[src/rtl/core/rotary_embedding_rotate_top_assert.svh]
// ----------------------------------------------------------------------------
// Rotary embedding rotator: assertion macros
// Shared concurrent assertion forms for the rotator RTL.
// ----------------------------------------------------------------------------
`ifndef ROTARY_EMBEDDING_ROTATE_TOP_ASSERT_SVH
`define ROTARY_EMBEDDING_ROTATE_TOP_ASSERT_SVH

// A property that must hold at every clock edge outside reset.
`define RER_ASSERT_HOLDS(lbl, clk, rstn, prop, msg) \
    lbl: assert property (@(posedge clk) disable iff (!(rstn)) (prop)) \
        else $error(msg);

// An implication checked in the same cycle.
`define RER_ASSERT_IMPLIES(lbl, clk, rstn, ante, cons, msg) \
    lbl: assert property (@(posedge clk) disable iff (!(rstn)) (ante) |-> (cons)) \
        else $error(msg);

`endif

[src/rtl/core/rer_pkg.sv]
// ----------------------------------------------------------------------------
// Rotary embedding rotator package
// Widths, register codes and payload types shared by the rotator modules.
// ----------------------------------------------------------------------------
package rer_pkg;

    localparam int VALUE_BITS      = 16;
    localparam int TRIG_BITS       = 16;
    localparam int TRIG_FRAC       = 14;
    localparam int LEN_W           = 9;
    localparam int INDEX_W         = 8;
    localparam int MAX_LEN_DEFAULT = 256;
    localparam int PROD_W          = VALUE_BITS + TRIG_BITS;
    localparam int SUM_W           = PROD_W + 2;

    // Result queue; the depth must be a power of two.
    localparam int FIFO_DEPTH = 16;
    localparam int FIFO_PTR_W = $clog2(FIFO_DEPTH);
    localparam int FIFO_CNT_W = $clog2(FIFO_DEPTH + 1);

    localparam int CFG_INDEX_W = 1;
    localparam logic [CFG_INDEX_W-1:0] REG_VECTOR_LENGTH = 1'b0;
    localparam logic [CFG_INDEX_W-1:0] REG_PAIR_LAYOUT   = 1'b1;

    localparam logic LAYOUT_SPLIT       = 1'b0;
    localparam logic LAYOUT_INTERLEAVED = 1'b1;

    localparam logic [LEN_W-1:0] LEN_RESET = LEN_W'(128);

    typedef struct packed {
        logic signed [VALUE_BITS-1:0] elem_value;
        logic signed [TRIG_BITS-1:0]  sine_value;
        logic signed [TRIG_BITS-1:0]  cosine_value;
    } in_item_t;

    typedef struct packed {
        logic [INDEX_W-1:0]           out_index;
        logic signed [VALUE_BITS-1:0] out_value;
        logic                         pair_last;
        logic                         vector_done;
    } out_item_t;

    typedef struct packed {
        logic               valid;
        logic [INDEX_W-1:0] idx0;
        logic [INDEX_W-1:0] idx1;
        logic               done;
    } pair_tag_t;

    typedef struct packed {
        logic prod_busy;
        logic sum_busy;
    } dp_status_t;

endpackage

[src/rtl/core/rer_out_fifo.sv]
// ----------------------------------------------------------------------------
// Rotary embedding rotator: result queue
// Takes both results of a pair in one cycle and hands out one per cycle while m_ready is high.
// ----------------------------------------------------------------------------
module rer_out_fifo (
    input  logic                              aclk,
    input  logic                              aresetn,
    input  logic                              push_valid,
    input  rer_pkg::out_item_t                push0,
    input  rer_pkg::out_item_t                push1,
    output logic                              m_valid,
    input  logic                              m_ready,
    output rer_pkg::out_item_t                m_data,
    output logic [rer_pkg::FIFO_CNT_W-1:0]    count
);

    localparam int PTR_W = rer_pkg::FIFO_PTR_W;
    localparam int CNT_W = rer_pkg::FIFO_CNT_W;

    rer_pkg::out_item_t buf_reg [rer_pkg::FIFO_DEPTH];
    logic [PTR_W-1:0]   wr_ptr_reg, wr_ptr_next;
    logic [PTR_W-1:0]   rd_ptr_reg, rd_ptr_next;
    logic [CNT_W-1:0]   cnt_reg, cnt_next;
    logic               pop;

    assign m_valid = (cnt_reg != '0);
    assign m_data  = buf_reg[rd_ptr_reg];
    assign pop     = m_valid && m_ready;
    assign count   = cnt_reg;

    always_comb begin
        wr_ptr_next = wr_ptr_reg;
        rd_ptr_next = rd_ptr_reg;
        cnt_next    = cnt_reg;
        if (push_valid) begin
            wr_ptr_next = wr_ptr_reg + PTR_W'(2);
            cnt_next    = cnt_next + CNT_W'(2);
        end
        if (pop) begin
            rd_ptr_next = rd_ptr_reg + PTR_W'(1);
            cnt_next    = cnt_next - CNT_W'(1);
        end
    end

    always_ff @(posedge aclk) begin
        if (!aresetn) begin
            wr_ptr_reg <= '0;
            rd_ptr_reg <= '0;
            cnt_reg    <= '0;
        end else begin
            wr_ptr_reg <= wr_ptr_next;
            rd_ptr_reg <= rd_ptr_next;
            cnt_reg    <= cnt_next;
        end
    end

    always_ff @(posedge aclk) begin
        if (push_valid) begin
            buf_reg[wr_ptr_reg]               <= push0;
            buf_reg[wr_ptr_reg + PTR_W'(1)]   <= push1;
        end
    end

endmodule

[config.mk]
export PLATFORM = sky130hd
export DESIGN_NAME = rer_out_fifo
export DESIGN_NICKNAME = d
export VERILOG_FILES = /design/src/rtl/core/rotary_embedding_rotate_top_assert.svh /design/src/rtl/core/rer_pkg.sv /design/src/rtl/core/rer_out_fifo.sv
export SDC_FILE = /design/constraint.sdc
export NUM_CORES = 1
export LEC_CHECK = 0
export ABC_AREA = 1
export BUFFER_PORTS_ARGS = -buffer_cell sky130_fd_sc_hd__buf_2
export CORE_MARGIN = 2
export CORE_UTILIZATION = 50
export CTS_BUF_LIST = sky130_fd_sc_hd__clkbuf_8
export DETAILED_ROUTE_END_ITERATION = 6
export PLACE_DENSITY = 0.78
export REMOVE_ABC_BUFFERS = 1
export SYNTH_ARGS = -nofsm -noshare
export SYNTH_HDL_FRONTEND = slang
export SYNTH_SLANG_ARGS = --single-unit
[constraint.sdc]
create_clock -name aclk -period 4.56 [get_ports aclk]
set_input_delay 0.456 -clock aclk [delete_from_list [all_inputs] [get_ports aclk]]
set_output_delay 0.456 -clock aclk [all_outputs]
set_load 0.02 [all_outputs]
After elaboration in Yosys (flattened, before gate mapping) --
Memory sizes are Yosys's and may differ from the RTL's. A register that Yosys moved wholly into a read port is not among the register bits. Cells that the tools add are included.
Word-level totals: input bits 56, output and inout port bits 32, register bits after elaboration 13, memory bits (read-only) 0, memories kept 1, latch bits 0, logic and storage cells 17, bits in writable memories 416
Operators by class: magnitude comparators 0, div/mod/pow operators 0, shift operators 0, add/sub/neg operators 5, multipliers 0, multiplexer cells 6, equal/unequal tests 0, reduce and logical (&&, ||, !) cells 2, bitwise gates (word level) 0
Memory list:
- buf_reg | depth 16, width 26, read ports 1, clocked after memory_dff 1, wr ports 2, line rer_out_fifo.sv:20 | rer_pkg::out_item_t buf_reg [rer_pkg::FIFO_DEPTH];
Operators with widths (number):
- 5-bit 2-to-1 mux | 2
- 4-bit by 1-bit adder with 4-bit output (second input constant) | 2
- 4-bit 2-to-1 mux | 2
- 5-bit by 2-bit adder with 5-bit output (second input constant) | 1
- 5-bit nonzero test | 1
- 5-bit by 1-bit subtractor with 5-bit output (second input constant) | 1
- 4-bit by 2-bit adder with 4-bit output (second input constant) | 1
- 1-bit 2-to-1 mux | 2
- 1-bit logical AND | 1

Longest topological paths before layout --
word-level depth 4, mapped depth 9, gate-level depth less buffers 9

Worst setup path before layout --
Ideal clock, no wire load.
kind input to register, start input port push_valid, end memory buf_reg[0][0] in the netlist's numbering, enable pin, setup slack 902 ps, arrival 3196 ps, stages on the path 4, path buffers 1, setup time 462 ps, required time 4098 ps, cells stage by stage buf_2 -> inv_1 -> or2_2 -> nor2_1
RTL lines:
- start: declaration | line rer_out_fifo.sv:8 | input logic push_valid,
- end: declaration | line rer_out_fifo.sv:20

==> run_results.csv <==
group,metric,value,unit
drt,vias,10849,
finish,largest_register_ffs,416,
yosys,syn_inst,1410,
critical_path,slowest_stage,"dfxtp_4",
yosys,ys_top_cells_by_area,"edfxtp_1 (70%), inv_1 (4.6%), nand3_1 (4.5%)",
power_and_ir_drop,switching_share,0.294,
yosys,yosys_most_used_dff,"edfxtp_1",
placed_design,gp_congestion,0.769,
cts,clock_latency,580,ps
timing,fin_crit_sh,0.678,
cts,postCtsSetupRepairBufs,0,
finish,syn_to_final_growth,11.3,%
power_and_ir_drop,p_int,6670,µW
drt,drc,0,
cts,cts_resized,0,
power_and_ir_drop,ir_worst_vdd,0.000377,V
die,dieWidth,193,µm
timing,skew,20.9,ps
drt,dr.pass1.iters,5,
critical_path,rr_worst_depth,3,
yosys,ys_ff_latch,432,
timing,max_freq,0.324,GHz
yosys,synth_area,17800,µm²
flow_run,drv_cap,0,
finish,nFillCells,2693,
critical_path,crit_path_start_kind,"flop",
cts,clockRootBuffer,"clkbuf_8",
drt,ant_nets,0,
critical_path,cp.arrival,2630,ps
timing,hold_viol_final,0,
drt,avgRoutedWirePerCell,17.9,µm
critical_path,cp_cell_sequence,"buf_4 -> o211ai_2 -> nand3_1 -> nand3_1 -> nand2_1 -> buf_2",
cts,cts-hold-fix-buffers,0,
yosys,synth_top_area_share,0.701,
placed_design,dp_cells,1890,
die,fp-row-count,69,
grt,first_global_vias,10947,
timing,worst_pin_slew,990,ps
yosys,synth_top_area_cell,"edfxtp_1",
critical_path,path_max_fanout,54,
yosys,syn_area_per_cell,12.6,µm²
timing,fin_crit,3090,ps
critical_path,critical-path-max-stage-delay,800,ps
placed_design,portBuffers,87,
worst_hold_path,min_path_type,"input port to flop",
critical_path,cp.depth,6,
yosys,async_flop_share,0,
grt,grt-ovfl-total,0,
critical_path,worstSetupPathType,"flop to primary output",
power_and_ir_drop,seqPwrFrac,0.485,
die,start_util,0.505,
die,fp.coreArea,35300,µm²
cts,h-tree-depth,3,
power_and_ir_drop,p_leak,0.00725,µW
cts,clk_pin_slew,60,ps
timing,grt_setup_unrepaired,"false",
grt,grt_max_degree,125,
critical_path,critPathCaptureType,"primary output",
timing,setup_viol,0,
drt,drt_iter0_drc,947,
yosys,ys_types,21,
drt,drt-total-wl,36000,µm
grt,grtUsageTotal,0.198,
cts,cts_buffers,67,
die,die_h,193,µm
timing,setup_tns,0,ps
timing,slew_viol_final,0,
critical_path,crit_family,"flip-flops",
finish,drive_above_1_share,0.160,
power_and_ir_drop,pwr-share-comb,0.195,
cts,clockBufferDepth,3,
finish,fin_nets,1558,
cts,cts.sinks,432,
die,die_area,37200,µm²
die,io_pins,88,
yosys,synth_enable_flop_cells,416,
yosys,yosysWarnings,0,
power_and_ir_drop,clkPwrFrac,0.320,
run_status,status,"finished, final reports clean",
power_and_ir_drop,switchingPower,2780,µW
grt,grt_pass1_wl,56800,µm
placed_design,hpwl,20500,µm
power_and_ir_drop,p_per_area,476,nW/µm²
timing,slew_headroom,0.339,
drt,vias_per_cell,5.41,
grt,antenna_found_initial,2,
yosys,yosysSeqAreaShare,0.719,
critical_path,cp_num_buf_inv,2,
worst_hold_path,hold_depth,1,
critical_path,crit_top_cell,"nand3_1",
finish,stdcell_count,2006,
critical_path,cp.required,4100,ps
cts,cts_tree,"built",
## kinds of logic (layout without fill, tap and decap cells)
| kind of cell | count (synthesis) | after routing | synth area share |
|---|---|---|---|
| AND/OR/NAND/NOR | 336 | 336 | 0.0824 |
| buffers and inverters | 306 | 440 | 0.0749 |
| AO/OA/AOI/OAI | 328 | 328 | 0.119 |
| other | 0 | 1 | 0 |
| flip-flops | 432 | 432 | 0.719 |
| adder cells (fa/ha/maj) | 4 | 4 | 0.00281 |
| XOR/XNOR | 4 | 4 | 0.00197 |
## placed cells by master, fill, tap and decap left out, drive strengths merged, types with 2 or more instances in the layout
cell type	instances
edfxtp	416
ha	4
inv	242
xnor2	3
nand3	161
buf	106
clkinv	15
clkbuf	74
o211ai	104
dfxtp	16
nand2	155
o21ai	110
a21oi	114
bufinv	2
nor2	18
## cell type report
| cell class | count | area [µm²] | area share |
|---|---|---|---|
| sequential | 432 | 12800 | 0.646 |
| clock inverter | 41 | 229 | 0.0115 |
| clock buffer | 74 | 1020 | 0.0514 |
| tap | 461 | 577 | 0.0291 |
| antenna | 1 | 2.50 | 0.000126 |
| timing repair buffer | 106 | 628 | 0.0317 |
| multi-input combinational | 672 | 3730 | 0.188 |
| inverter | 219 | 822 | 0.0414 |
## cell usage after synthesis (16+ instances only)
master and count:
o211ai_1 60, edfxtp_1 416, buf_2 32, o211ai_2 44, dfxtp_1 16, nand2_1 155, a21oi_1 114, o21ai_0 110
buf_6 17, clkbuf_1 19, nand3_1 161, nor2_1 18, inv_1 217
## stage by stage
step | power, µW | hold slack, ps | utilization | cell area, µm² | setup slack [ps]
2_1_floorplan | 6120 | 459 | - | 17300 | -4100
3_5_place_dp | 6510 | 492 | 0.526 | 18600 | 1920
5_1_grt | 9910 | 133 | 0.562 | 19800 | 1310
4_1_cts | 9500 | 112 | 0.562 | 19800 | 1440
3_3_place_gp | 6440 | 473 | 0.526 | 18600 | 1970
6_report | 9450 | 153 | 0.562 | 19800 | 1470
## worst paths after layout
check,start,endpoint,slack (ps)
worst max register to register,wr_ptr_reg[1],buf_reg[15][13],2220
worst min register to register,rd_ptr_reg[3],flop,500
worst max-delay path,flop,m_data[7],1470
worst min-delay path,push0[22],buf_reg[10][22],150
## routing by layer
layer / track usage / vias to the layer above / share of wire
met3: 0.0395 / 67 / 0.067
li1: - / 5183 / -
met1: 0.265 / 5214 / 0.43
met5: 0 / - / 0.00081
met4: 0.0719 / 4 / 0.020
met2: 0.324 / 381 / 0.48
## power by group through the flow
stage	Clock, µW	Combinational [µW]	Sequential, µW
global placement	0	1780	4660
finish	3020	1840	4590
global route	3240	2060	4600
detailed placement	0	1840	4670
CTS	3060	1850	4590
floorplan	0	1200	4920
(Power assumes the default switching activity.)
