### src/rtl/core/rotary_embedding_rotate_top_assert.svh
// ----------------------------------------------------------------------------
// Rotary embedding rotator: assertion macros
// Shared concurrent assertion forms for the rotator RTL.
// ----------------------------------------------------------------------------
`ifndef ROTARY_EMBEDDING_ROTATE_TOP_ASSERT_SVH
`define ROTARY_EMBEDDING_ROTATE_TOP_ASSERT_SVH

// A property that must hold at every clock edge outside reset.
`define RER_ASSERT_HOLDS(lbl, clk, rstn, prop, msg) \
    lbl: assert property (@(posedge clk) disable iff (!(rstn)) (prop)) \
        else $error(msg);

// An implication checked in the same cycle.
`define RER_ASSERT_IMPLIES(lbl, clk, rstn, ante, cons, msg) \
    lbl: assert property (@(posedge clk) disable iff (!(rstn)) (ante) |-> (cons)) \
        else $error(msg);

`endif

### src/rtl/core/rer_pkg.sv
// ----------------------------------------------------------------------------
// Rotary embedding rotator package
// Widths, register codes and payload types shared by the rotator modules.
// ----------------------------------------------------------------------------
package rer_pkg;

    localparam int VALUE_BITS      = 16;
    localparam int TRIG_BITS       = 16;
    localparam int TRIG_FRAC       = 14;
    localparam int LEN_W           = 9;
    localparam int INDEX_W         = 8;
    localparam int MAX_LEN_DEFAULT = 256;
    localparam int PROD_W          = VALUE_BITS + TRIG_BITS;
    localparam int SUM_W           = PROD_W + 2;

    // Result queue; the depth must be a power of two.
    localparam int FIFO_DEPTH = 16;
    localparam int FIFO_PTR_W = $clog2(FIFO_DEPTH);
    localparam int FIFO_CNT_W = $clog2(FIFO_DEPTH + 1);

    localparam int CFG_INDEX_W = 1;
    localparam logic [CFG_INDEX_W-1:0] REG_VECTOR_LENGTH = 1'b0;
    localparam logic [CFG_INDEX_W-1:0] REG_PAIR_LAYOUT   = 1'b1;

    localparam logic LAYOUT_SPLIT       = 1'b0;
    localparam logic LAYOUT_INTERLEAVED = 1'b1;

    localparam logic [LEN_W-1:0] LEN_RESET = LEN_W'(128);

    typedef struct packed {
        logic signed [VALUE_BITS-1:0] elem_value;
        logic signed [TRIG_BITS-1:0]  sine_value;
        logic signed [TRIG_BITS-1:0]  cosine_value;
    } in_item_t;

    typedef struct packed {
        logic [INDEX_W-1:0]           out_index;
        logic signed [VALUE_BITS-1:0] out_value;
        logic                         pair_last;
        logic                         vector_done;
    } out_item_t;

    typedef struct packed {
        logic               valid;
        logic [INDEX_W-1:0] idx0;
        logic [INDEX_W-1:0] idx1;
        logic               done;
    } pair_tag_t;

    typedef struct packed {
        logic prod_busy;
        logic sum_busy;
    } dp_status_t;

endpackage

### src/rtl/core/rer_rotate_dp.sv
// ----------------------------------------------------------------------------
// Rotary embedding rotator: rotation datapath
// Two registered stages of multiply and add, then rounding and saturation.
// ----------------------------------------------------------------------------
module rer_rotate_dp (
    input  logic                                 aclk,
    input  logic                                 aresetn,
    input  rer_pkg::pair_tag_t                   tag_in,
    input  rer_pkg::in_item_t                    a_in,
    input  logic signed [rer_pkg::VALUE_BITS-1:0] x1_in,
    output rer_pkg::dp_status_t                  status,
    output logic                                 push_valid,
    output rer_pkg::out_item_t                   res0,
    output rer_pkg::out_item_t                   res1
);

    localparam int PW = rer_pkg::PROD_W;
    localparam int SW = rer_pkg::SUM_W;
    localparam logic signed [SW-1:0] ROUND_HALF = SW'(1 << (rer_pkg::TRIG_FRAC - 1));
    localparam logic signed [SW-1:0] SAT_HI     = SW'((1 << (rer_pkg::VALUE_BITS - 1)) - 1);
    localparam logic signed [SW-1:0] SAT_LO     = ~SAT_HI;

    rer_pkg::pair_tag_t   tag_p_reg, tag_s_reg;
    logic signed [PW-1:0] p_xc_reg, p_x1s_reg, p_xs_reg, p_x1c_reg;
    logic signed [SW-1:0] y0_reg, y1_reg;
    logic signed [SW-1:0] y0_next, y1_next;

    // Round to nearest with ties upward, then clamp to the element range.
    function automatic logic signed [rer_pkg::VALUE_BITS-1:0] round_sat(
        input logic signed [SW-1:0] y
    );
        logic signed [SW-1:0] r;
        r = y >>> rer_pkg::TRIG_FRAC;
        if (r > SAT_HI) begin
            r = SAT_HI;
        end else if (r < SAT_LO) begin
            r = SAT_LO;
        end
        return r[rer_pkg::VALUE_BITS-1:0];
    endfunction

    always_ff @(posedge aclk) begin
        if (!aresetn) begin
            tag_p_reg.valid <= 1'b0;
            tag_s_reg.valid <= 1'b0;
        end else begin
            tag_p_reg.valid <= tag_in.valid;
            tag_s_reg.valid <= tag_p_reg.valid;
        end
        tag_p_reg.idx0 <= tag_in.idx0;
        tag_p_reg.idx1 <= tag_in.idx1;
        tag_p_reg.done <= tag_in.done;
        tag_s_reg.idx0 <= tag_p_reg.idx0;
        tag_s_reg.idx1 <= tag_p_reg.idx1;
        tag_s_reg.done <= tag_p_reg.done;
        p_xc_reg  <= a_in.elem_value * a_in.cosine_value;
        p_x1s_reg <= x1_in * a_in.sine_value;
        p_xs_reg  <= a_in.elem_value * a_in.sine_value;
        p_x1c_reg <= x1_in * a_in.cosine_value;
        y0_reg    <= y0_next;
        y1_reg    <= y1_next;
    end

    always_comb begin
        y0_next = SW'(p_xc_reg) - SW'(p_x1s_reg) + ROUND_HALF;
        y1_next = SW'(p_xs_reg) + SW'(p_x1c_reg) + ROUND_HALF;
    end

    always_comb begin
        res0.out_index   = tag_s_reg.idx0;
        res0.out_value   = round_sat(y0_reg);
        res0.pair_last   = 1'b0;
        res0.vector_done = 1'b0;
        res1.out_index   = tag_s_reg.idx1;
        res1.out_value   = round_sat(y1_reg);
        res1.pair_last   = 1'b1;
        res1.vector_done = tag_s_reg.done;
    end

    assign push_valid       = tag_s_reg.valid;
    assign status.prod_busy = tag_p_reg.valid;
    assign status.sum_busy  = tag_s_reg.valid;

endmodule

### config.mk
export PLATFORM = sky130hd
export DESIGN_NAME = rer_rotate_dp
export DESIGN_NICKNAME = d
export VERILOG_FILES = /design/src/rtl/core/rotary_embedding_rotate_top_assert.svh /design/src/rtl/core/rer_pkg.sv /design/src/rtl/core/rer_rotate_dp.sv
export SDC_FILE = /design/constraint.sdc
export NUM_CORES = 2
export LEC_CHECK = 0
export ABC_AREA = 1
export BUFFER_PORTS_ARGS = -buffer_cell sky130_fd_sc_hd__buf_2
export CAP_MARGIN = 20
export CORE_ASPECT_RATIO = 1.25
export CORE_MARGIN = 4
export CORE_UTILIZATION = 60
export DETAILED_ROUTE_END_ITERATION = 16
export GPL_ROUTABILITY_DRIVEN = 0
export PLACE_DENSITY = 0.87
export SLEW_MARGIN = 20
export SYNTH_ARGS = -nofsm -noshare
export SYNTH_HDL_FRONTEND = slang
export SYNTH_SLANG_ARGS = --single-unit
### constraint.sdc
create_clock -name aclk -period 6.25 [get_ports aclk]
set_input_delay 1.25 -clock aclk [delete_from_list [all_inputs] [get_ports aclk]]
set_output_delay 1.25 -clock aclk [all_outputs]
set_load 0.01 [all_outputs]
After elaboration in Yosys (flattened, before gate mapping)
Cells that the tools add are included.

storage, ports and cells
  output and inout bits = 55
  input port bits = 84
  register bits after elaboration = 232
  logic and storage cells = 30

cells by class
  multiplexer cells = 4
  $lt $le $gt $ge = 4
  $add $sub $neg = 4
  multiply operators = 4

operator list
  cell                                                                                count
  16-bit by 16-bit multiplier with 32-bit output                                      4
  33-bit by 15-bit adder with 34-bit output (second input constant)                   2
  16-bit 2-to-1 mux                                                                   4
  20-bit by 16-bit greater-than comparator with 1-bit output (second input constant)  2
  20-bit by 16-bit less-than comparator with 1-bit output (second input constant)     2
  32-bit by 32-bit adder with 33-bit output                                           1
  32-bit by 32-bit subtractor with 33-bit output                                      1

Logic depth before layout (Yosys ltp)
  depth after elaboration = 3
  mapped depth = 25

Worst setup path after synthesis
No wires, ideal clock.

  kind = input to register
  from = input x1_in[15] in the netlist's numbering
  to = register p_x1s_reg[31]
  stages = 21
  required time = 6138 ps
  data arrival time = 6161 ps
  library setup time = 112 ps
  setup slack = -23 ps
  cell sequence = clkbuf_1 > nand2_1 > inv_1 > fa_1 > fa_1 > fa_1 > fa_1 > fa_1 > inv_1 > fa_1 > inv_1 > ha_1 > nand2_1 > nor2_1 > inv_1 > nor3_1 > nand2_1 > inv_1 > nor2_1 > nand2_1 > nand2_1

between the ends
  word-level cells in the longest chain between the ends = 1

RTL lines
  what                                            line                 RTL
  start, declared                                 rer_rotate_dp.sv:10  input logic signed [rer_pkg::VALUE_BITS-1:0] x1_in,
  16-bit by 16-bit multiplier with 32-bit output  rer_rotate_dp.sv:57  p_x1s_reg <= x1_in * a_in.sine_value;
  end signal, assigned                            rer_rotate_dp.sv:57
  end, declared                                   rer_rotate_dp.sv:24  logic signed [PW-1:0] p_xc_reg, p_x1s_reg, p_xs_reg, p_x1c_reg;

No other way between the ends.
A chain may end at the register's enable or synchronous reset.

Worst setup path after layout
  from = input a_in[1] in the netlist's numbering
  to = register p_xc_reg[30]

between the ends
  word-level cells in the longest chain between the ends = 1

RTL lines
  what                                            line                 RTL
  start, declared                                 rer_rotate_dp.sv:9   input rer_pkg::in_item_t a_in,
  16-bit by 16-bit multiplier with 32-bit output  rer_rotate_dp.sv:56  p_xc_reg <= a_in.elem_value * a_in.cosine_value;
  end signal, assigned                            rer_rotate_dp.sv:56
  end, declared                                   rer_rotate_dp.sv:24

No other way between the ends.

==> reports/results.ini <==
[status]
status=complete, no violations

[cells_and_area]
drive_above_1_share=0.1156
nets=8651
multi_input_area_mm2=0.03914
fillers=5545
final-seq-area_mm2=0.004084
area_growth_pct=13.08

[hold_path]
worstHoldPathCells=0
min_from=tag_p_reg[6]$_DFF_P_
min_to=res1[23]$_DFF_P_
holdCritPathClass=flop to flop

[drt]
drt-initial-drc-count=5133
ant_nets=0
drc=0
wl_mm=154.6
wl_per_cell_um=18.90
drtPass1Iterations=9
vias=45940
via_per_inst=5.618

[grt]
grt_max_degree=31
grt_pass1_vias=50990
track_usage=0.3438
antenna_found_initial=7
grt_pass1_wl_mm=248.6
grt_overflow=0

[timing]
max-slew-margin-rel=0.4739
min_period_over_period=0.9890
max_freq_mhz=161.8
fin_skew_ns=0.02306
worst_pin_slew_ns=0.7865
final.min_clock_period_ns=6.181
slew_viol_final=0
setup_viol=0
hold_viol=0
totalNegativeSetupSlack_ns=0

[die]
pin_count=139
start_util=0.6069
rows=119
die_w_um=269.4
dieArea_mm2=0.09016
core_area_mm2=0.08442
fp.dieH_um=334.7

[logic_synthesis]
synth_simple_gate_area_frac=0.1720
syn_area_mm2=0.05123
ys_seq_elements=204
synth_xor_area_frac=0.02425
avgSynthCellArea_um2=7.778
synth_edf_count=0
synth_top_family_by_area=adder cells
synth_compound_area_frac=0.04567
synthMuxAreaShare=0
async_reset_ff_frac=0
synth.distinct_cells=45
yosysSeqAreaShare=0.07971
synthAdderAreaFrac=0.5199
synth_cells=6587
synth_ff_type=dfxtp_1
ys_warn_count=0

[critical_path]
crit_type=input pin to flop
cp_slowest_stage_delay_ns=0.67
reg2reg_from=p_x1c_reg[19]$_DFF_P_
critical_path_buf_inv_count=3
critPathLaunchType=input pin
cp.required_ns=6.76
r2r_end=y1_reg[29]$_DFF_P_
reg2reg_slack_ns=3.89
crit_arrival_ns=6.69
end_kind=flop
reg2reg_depth=10
critPathSlowestCell=fa_2
crit_family=adder cells
path_max_fanout=8
path_cells=buf_2 > nand2_1 > inv_1 > fa_2 > fa_2 > buf_4 > fa_1 > fa_1 > fa_1 > fa_1 > ha_1 > a21oi_1 > o21a_1 > o21ai_0 > a21oi_1 > nand2_1 > nand2_1 > nand2_1

[clock_tree]
clockBufferDepth=3
cts-buffers-inserted=23
ctsHoldBuffers=0
post_cts_buffers=0
root_buffer=clkbuf_16
htreeDepth=1
clock-sinks=204
cts_tree=yes
clock_latency_ns=0.60
cts.clk_slew.worst_paths_ns=0.06

[placement]
port_buffers=135
hpwl_mm=125.8

[run]
cap_violations=0

## how the worst max path moves through the flow
stage	startpoint	to	slack, ns	cells after the start
finish	a_in[1]	p_xc_reg[30]$_DFF_P_	0.07	18
global route	a_in[5]	p_xc_reg[24]$_DFF_P_	-0.05	22
CTS	x1_in[7]	p_x1c_reg[28]$_DFF_P_	0.01	21
detailed placement	a_in[45]	p_xs_reg[31]$_DFF_P_	-0.50	20
global placement	a_in[45]	p_xs_reg[22]$_DFF_P_	-0.35	20
floorplan	a_in[47]	p_xc_reg[31]$_DFF_P_	0.01	21
## cells in the mapped netlist (all sizes together) (8+ instances only)
cell	n	share of area
buf	10	0.0011
a21oi	210	0.021
nor3	35	0.0043
o21ai	125	0.012
inv	1953	0.14
fa	1048	0.41
nand4	43	0.0053
or2	9	0.0011
nand3b	8	0.0012
o21bai	21	0.0031
nor2	299	0.024
xor2	112	0.019
nand2	1615	0.12
a21o	26	0.0038
dfxtp	204	0.080
clkbuf	193	0.014
a31oi	15	0.0018
xnor2	29	0.0050
a21boi	14	0.0023
nand3	148	0.015
ha	452	0.11
## layout by cell type (no fill, tap or decap), drive strengths merged, types with 15 or more instances in the layout
cell type,Yosys,routed
dfxtp,204,204
xor2,112,112
xnor2,29,29
fa,1048,1048
o21bai,21,21
o21ai,125,125
nor2,299,299
buf,10,640
a31oi,15,15
nor3,35,35
nand3,148,148
a21o,26,26
ha,452,452
nand2,1615,1615
a21oi,210,210
inv,1953,1959
clkbuf,193,45
nand4,43,43
## final cells by class
cell class	count	area share
antenna	6	0.0002592
clock buffer	28	0.01078
clock inverter	13	0.002980
inverter	1953	0.1265
multi-input combinational	4228	0.6756
sequential	204	0.07049
tap	1089	0.02352
timing repair buffer	657	0.08980
## kinds of logic after synthesis
logic type                 count (synthesis)
buffers and inverters                   2156
xor gates and xnor gates                 141
adders and majority gates               1500
other                                      2
AOI/OAI and AO/OA                        417
and+or+nand+nor                         2167
DFF                                      204
## metal layers
layer  up-vias  GRT usage  routed length, um
met1     21620     0.3592              47780
met4         0     0.2870              16430
li1      19880          -                  -
met3      1251    0.08022              16090
met2      3192     0.5907              74270
met5         -          0                  0
## per-stage QoR
step | utilization | hold slack, ns | area (um^2) | std cells | setup slack (ns)
CTS | 0.6844 | 0.3262 | 57780 | 8172 | 0.01456
finish | 0.6862 | 0.3267 | 57930 | 8178 | 0.06900
floorplan | - | 0.3096 | 51240 | 6588 | 0.01044
global route | 0.6862 | 0.3302 | 57930 | 8177 | -0.04690
detailed placement | 0.6750 | 0.3121 | 56980 | 8131 | -0.4980
global placement | 0.6750 | 0.3097 | 56980 | 8131 | -0.3499
## timing repair
action | in CTS | in global routing
pin swaps | 0 | 2
resized for setup | 1 | 30
endpoints found under the setup margin | 1 | 42
Power is not shown: default switching activity piles up to over one toggle a cycle in this logic, so the estimate is an artifact.
